$ cat config.mk
export PLATFORM = sky130hd
export DESIGN_NAME = dxtbd_row
export DESIGN_NICKNAME = d
export VERILOG_FILES = /design/src/hdl/dxtbd_pkg.sv /design/src/hdl/dxtbd_row.sv
export SDC_FILE = /design/constraint.sdc
export NUM_CORES = 1
export LEC_CHECK = 0
export BUFFER_PORTS_ARGS = -buffer_cell sky130_fd_sc_hd__buf_4
export CORE_AREA = 2 2 210 212
export DETAILED_ROUTE_END_ITERATION = 7
export DIE_AREA = 0 0 212 214
export PLACE_DENSITY_LB_ADDON = 0.08
export SETUP_SLACK_MARGIN = 0.2
export SLEW_MARGIN = 20
export SYNTH_ARGS = -nofsm -noshare
export SYNTH_HDL_FRONTEND = slang
export SYNTH_SLANG_ARGS = --single-unit
$ cat constraint.sdc
create_clock -name vclk -period 6.7
set_input_delay 0.67 -clock vclk [all_inputs]
set_output_delay 0.67 -clock vclk [all_outputs]
set_load 0.01 [all_outputs]
$ cat src/hdl/dxtbd_pkg.sv
// ----------------------------------------------------------------------------
// DXT block decoder package
// Format codes, palette struct and constant-divisor helpers.
// ----------------------------------------------------------------------------
`default_nettype none

package dxtbd_pkg;

  localparam int IN_W  = 128;
  localparam int OUT_W = 136;

  localparam logic [1:0] FMT_BC1 = 2'd0;
  localparam logic [1:0] FMT_BC2 = 2'd1;
  localparam logic [1:0] FMT_BC3 = 2'd2;

  typedef logic [3:0][31:0] pix_row_t;

  typedef struct packed {
    logic [7:0]      r0;
    logic [7:0]      g0;
    logic [7:0]      b0;
    logic [7:0]      r1;
    logic [7:0]      g1;
    logic [7:0]      b1;
    logic            c0_gt_c1;
    logic [7:0][7:0] apal;
  } pal_t;

  // v*255/31 = 8v + floor(7v/31); 7v/31 via reciprocal 265/2^13
  function automatic logic [7:0] expand5(input logic [4:0] v);
    logic [7:0]  t;
    logic [15:0] p;
    t = 8'(v) * 8'd7;
    p = 16'(t) * 16'd265;
    return {v, 3'b000} + {5'b0, p[15:13]};
  endfunction

  // v*255/63 = 4v + floor(v/21)
  function automatic logic [7:0] expand6(input logic [5:0] v);
    logic [1:0] q;
    if (v >= 6'd63)      q = 2'd3;
    else if (v >= 6'd42) q = 2'd2;
    else if (v >= 6'd21) q = 2'd1;
    else                 q = 2'd0;
    return {v, 2'b00} + {6'b0, q};
  endfunction

  // floor(t/3) for t < 768
  function automatic logic [7:0] div3(input logic [9:0] t);
    logic [19:0] p;
    p = 20'(t) * 20'd683;
    return p[18:11];
  endfunction

  // floor(t/7) for t < 1792
  function automatic logic [7:0] div7(input logic [10:0] t);
    logic [21:0] p;
    p = 22'(t) * 22'd2341;
    return p[21:14];
  endfunction

  // floor(t/5) for t < 1280
  function automatic logic [7:0] div5(input logic [10:0] t);
    logic [21:0] p;
    p = 22'(t) * 22'd1639;
    return p[20:13];
  endfunction

endpackage

`default_nettype wire

$ cat src/hdl/dxtbd_row.sv
// ----------------------------------------------------------------------------
// DXT row pixel select
// Forms the color palette midpoints and picks RGBA for four pixels of a row.
// ----------------------------------------------------------------------------
`default_nettype none

module dxtbd_row (
  input  wire logic [1:0]        fmt,
  input  wire dxtbd_pkg::pal_t   pal,
  input  wire logic [7:0]        row_cidx,
  input  wire logic [15:0]       row_anib,
  input  wire logic [11:0]       row_aidx,
  output dxtbd_pkg::pix_row_t    pixels
);

  logic            four_color;
  logic [7:0]      r2, g2, b2, r3, g3, b3, a3;
  logic [3:0][1:0] ci;
  logic [3:0][7:0] rr, gg, bb, aa;

  // BC2/BC3 always use the four-color palette
  assign four_color = (fmt == dxtbd_pkg::FMT_BC2) || (fmt == dxtbd_pkg::FMT_BC3) ||
                      pal.c0_gt_c1;

  always_comb begin
    if (four_color) begin
      r2 = dxtbd_pkg::div3({1'b0, pal.r0, 1'b0} + {2'b0, pal.r1});
      g2 = dxtbd_pkg::div3({1'b0, pal.g0, 1'b0} + {2'b0, pal.g1});
      b2 = dxtbd_pkg::div3({1'b0, pal.b0, 1'b0} + {2'b0, pal.b1});
      r3 = dxtbd_pkg::div3({2'b0, pal.r0} + {1'b0, pal.r1, 1'b0});
      g3 = dxtbd_pkg::div3({2'b0, pal.g0} + {1'b0, pal.g1, 1'b0});
      b3 = dxtbd_pkg::div3({2'b0, pal.b0} + {1'b0, pal.b1, 1'b0});
      a3 = 8'hff;
    end else begin
      // three-color mode: average, then transparent black
      r2 = 8'(({1'b0, pal.r0} + {1'b0, pal.r1}) >> 1);
      g2 = 8'(({1'b0, pal.g0} + {1'b0, pal.g1}) >> 1);
      b2 = 8'(({1'b0, pal.b0} + {1'b0, pal.b1}) >> 1);
      r3 = 8'h00;
      g3 = 8'h00;
      b3 = 8'h00;
      a3 = 8'h00;
    end
  end

  always_comb begin
    for (int x = 0; x < 4; x++) begin
      ci[x] = row_cidx[2*x +: 2];
      case (ci[x])
        2'd0:    begin rr[x] = pal.r0; gg[x] = pal.g0; bb[x] = pal.b0; end
        2'd1:    begin rr[x] = pal.r1; gg[x] = pal.g1; bb[x] = pal.b1; end
        2'd2:    begin rr[x] = r2;     gg[x] = g2;     bb[x] = b2;     end
        default: begin rr[x] = r3;     gg[x] = g3;     bb[x] = b3;     end
      endcase

      if (fmt == dxtbd_pkg::FMT_BC2) begin
        // n*255/15 == n*17: nibble replicated
        aa[x] = {row_anib[4*x +: 4], row_anib[4*x +: 4]};
      end else if (fmt == dxtbd_pkg::FMT_BC3) begin
        aa[x] = pal.apal[row_aidx[3*x +: 3]];
      end else begin
        aa[x] = (ci[x] == 2'd3) ? a3 : 8'hff;
      end

      pixels[x] = {aa[x], bb[x], gg[x], rr[x]};
    end
  end

endmodule

`default_nettype wire

==> Word-level counts from Yosys, hierarchy flattened <==
Index checks and enable logic that the tools add are counted.
{ "word_totals": {"ff_bits": 0, "word_cells": 78} }
{ "classes": {"add_sub_neg": 9, "mul": 6, "order_cmp": 4, "n_eq_ne": 14, "mux": 39, "n_reduce_logical": 6} }
{ "ops": {"columns": ["operator", "n"], "rows": [
  ["$pmux 8 s3", 12],
  ["$mux 8", 23],
  ["$mul 10x10->19 const B", 6],
  ["$bmux 8 s3", 4],
  ["$add 8x9->10", 3],
  ["$add 9x8->10", 3],
  ["$add 8x8->9", 3],
  ["$eq 2x2->1 const B", 9],
  ["$lt 3x4->1 const B", 4],
  ["$eq 2x1->1 const B", 5],
  ["$logic_not 2->1", 4],
  ["$logic_or 1x1->1", 2]
]} }

==> Logic depth before layout (Yosys ltp) <==
{ "depth": {"ltp_word": 7, "depth_mapped": 26, "mapped_depth_nobuf": 26} }

==> Worst setup path after synthesis <==
No wires, ideal clock.
{ "synth_path": {"kind": "input-to-output", "startpoint": "input port pal[66] in the netlist's numbering", "endpoint": "output port pixels[115] in the netlist's numbering", "arrival_time_ns": 6.257, "slack_ns": -0.227, "path_stages": 25, "path_cell_list": "ha_1 fa_1 a211oi_1 o21bai_1 a21oi_1 xnor2_1 inv_1 xnor2_1 ha_1 inv_1 fa_1 inv_1 fa_1 inv_1 fa_1 inv_1 ha_1 a211o_1 o211ai_1 o211ai_1 a311o_1 a21oi_1 xnor2_1 a21oi_1 a221oi_1"} }
{ "synth_rtl": {"columns": ["element", "line", "rtl"], "rows": [
  ["from (decl)", "dxtbd_row.sv:9", "input wire dxtbd_pkg::pal_t pal,"],
  ["to (decl)", "dxtbd_row.sv:13", "output dxtbd_pkg::pix_row_t pixels"]
]} }

==> reports/results.ini <==
[cells_and_area]
regArea_sq_um=0
final_cell_mix=buf_4, ha_1, inv_1, fa_1, mux4_2
post-route-util_pct=59.4
final_cell_area_sq_mm=0.0255
fillers=3740
syn_to_final_growth_pct=49.6
fin_nets=3133
clkbuf_count=0
diodes=0
drive_gt1_share_pct=47.4
seq_cells=0
final_common_cell=buf_4

[hold_path]
hold_path_depth=4
hold_class=in -> out

[grt]
overflow=0
antenna_found_initial=0
grt_max_degree=42
grt.busiest_layer=met2
grt_use_met2_pct=50.9
grt_pass1_wl_microns=98600
grt_use_met1_pct=32.6
grt_usage_pct=27.7
grt_util_met3_pct=3.71
grt_pass1_vias=18100

[logic_synthesis]
synthTopCellsByArea=ha_1, fa_1, mux4_2, inv_1, xnor2_1
yosysSeqAreaShare_pct=0
yosysWarnings=0
synth_top_area_cell=ha_1
syn_area_sq_mm=0.0170
syn_nets=2507
syn_inst=1819
synth_top_area_share_pct=30.0
synth_area_per_cell_sq_um=9.36
yosysUniqueCellTypes=67

[critical_path]
path_max_fanout=4
critPathLaunchType=input port
cp.required_ns=6.03
critPathMaxStageDelay_ns=0.53
crit_arrival_ns=6.53
endpoint_kind=output port
worstSetupPathType=in -> out
slowest_stage=mux4_2

[floorplan]
io_pins=279
die_w_microns=212
initial_core_util_pct=39.7
std_cell_rows=76
core_sq_mm=0.0429
die_area_sq_mm=0.0454
dieHeight_microns=214

[drt]
drc=0
dr.pass1.iters=5
ant_nets=0
wl_per_cell_microns=21.2
routed_wl_microns=64100
dr.first_iter.drc_count=837
vias=16900
vias_per_cell=5.60

[run_status]
status=complete, but fails checks
violations=setup timing

[timing]
min_period_ns=7.20
fmax_mhz=139
finalCritPeriodShare_pct=107
grt_setup_unrepaired=true
slew_headroom_pct=21.3
setup_ws_ns=-0.495
setup-violations-final=96
tightestPinTransition_ns=1.18
slew_violations=0
final-hold-violation-count=0

[place]
io_buffers=279
gp_congestion=0.935
placedInstanceArea_sq_mm=0.0224
dp_hpwl_microns=51800
post-place-ws_ns=-0.774

[job]
max_cap_viol_count=0

[what timing repair did]
item | 4_1_cts | 5_1_grt
resized for setup | 330 | 116
hold buffers | 0 | 0
pin swaps | 215 | 123
buffers inserted | 55 | 23
endpoints found under the setup margin | 96 | 96
[layout make-up]
class	count	area, sq um	area share [%]
multi-input combinational	1524	18200	71.4
timing repair buffer	696	5710	22.4
inverter	223	837	3.29
tap	585	732	2.87
[worst max-delay path: cells and delay by family]
kind | cells | cell delay (ns)
buf+inv | 11 | 1.01
compound gates | 8 | 1.25
xor+xnor | 3 | 0.51
fa+ha+maj | 7 | 2.54
mux | 1 | 0.53
[cells by family (layout without fill, tap and decap cells)]
| family | Yosys count | in the layout | synth area share [%] |
|---|---|---|---|
| buf+inv | 295 | 919 | 6.54 |
| simple gates | 306 | 306 | 8.93 |
| mux | 158 | 158 | 17.2 |
| xor+xnor | 113 | 113 | 5.92 |
| fa+ha+maj | 537 | 537 | 45.1 |
| compound gates | 410 | 410 | 16.3 |
[per-layer routing]
metal	up-vias	part of all wire, %
met4	0	4.0
li1	7955	-
met3	117	5.5
met5	-	0
met1	8380	39
met2	493	51
[final timing paths]
kind                    start         end
setup / recovery      pal[89]  pixels[17]
hold / removal    row_anib[1]  pixels[25]
[Yosys cell counts (12+ instances only)]
| master | n |
|---|---|
| ha_1 | 408 |
| inv_1 | 223 |
| fa_1 | 129 |
| a21oi_1 | 120 |
| mux4_2 | 104 |
| xnor2_1 | 84 |
| nor2_1 | 82 |
| nor2b_1 | 70 |
| nand2_1 | 67 |
| clkbuf_1 | 55 |
| a211oi_1 | 48 |
| o21ai_0 | 41 |
| a221oi_1 | 37 |
| mux2_2 | 36 |
| a21o_1 | 33 |
| xor2_1 | 28 |
| nor3_1 | 19 |
| mux2i_1 | 18 |
| o21a_1 | 18 |
| o21bai_1 | 18 |
| o21ai_1 | 16 |
| a31oi_1 | 15 |
| nand3_1 | 14 |
| and2_1 | 12 |
| buf_1 | 12 |
[through the flow]
stage,hold slack [ns],instances,TNS (ns)
after floorplan,1.54,1819,0
after global placement,1.70,2949,-45.29
after detailed placement,1.69,2949,-50.39
after CTS,1.69,3004,-27.23
after global routing,1.71,3028,-48.03
final,1.70,3028,-26.74
Power is not shown: default switching activity piles up to over one toggle a cycle in this logic, so the estimate is an artifact.
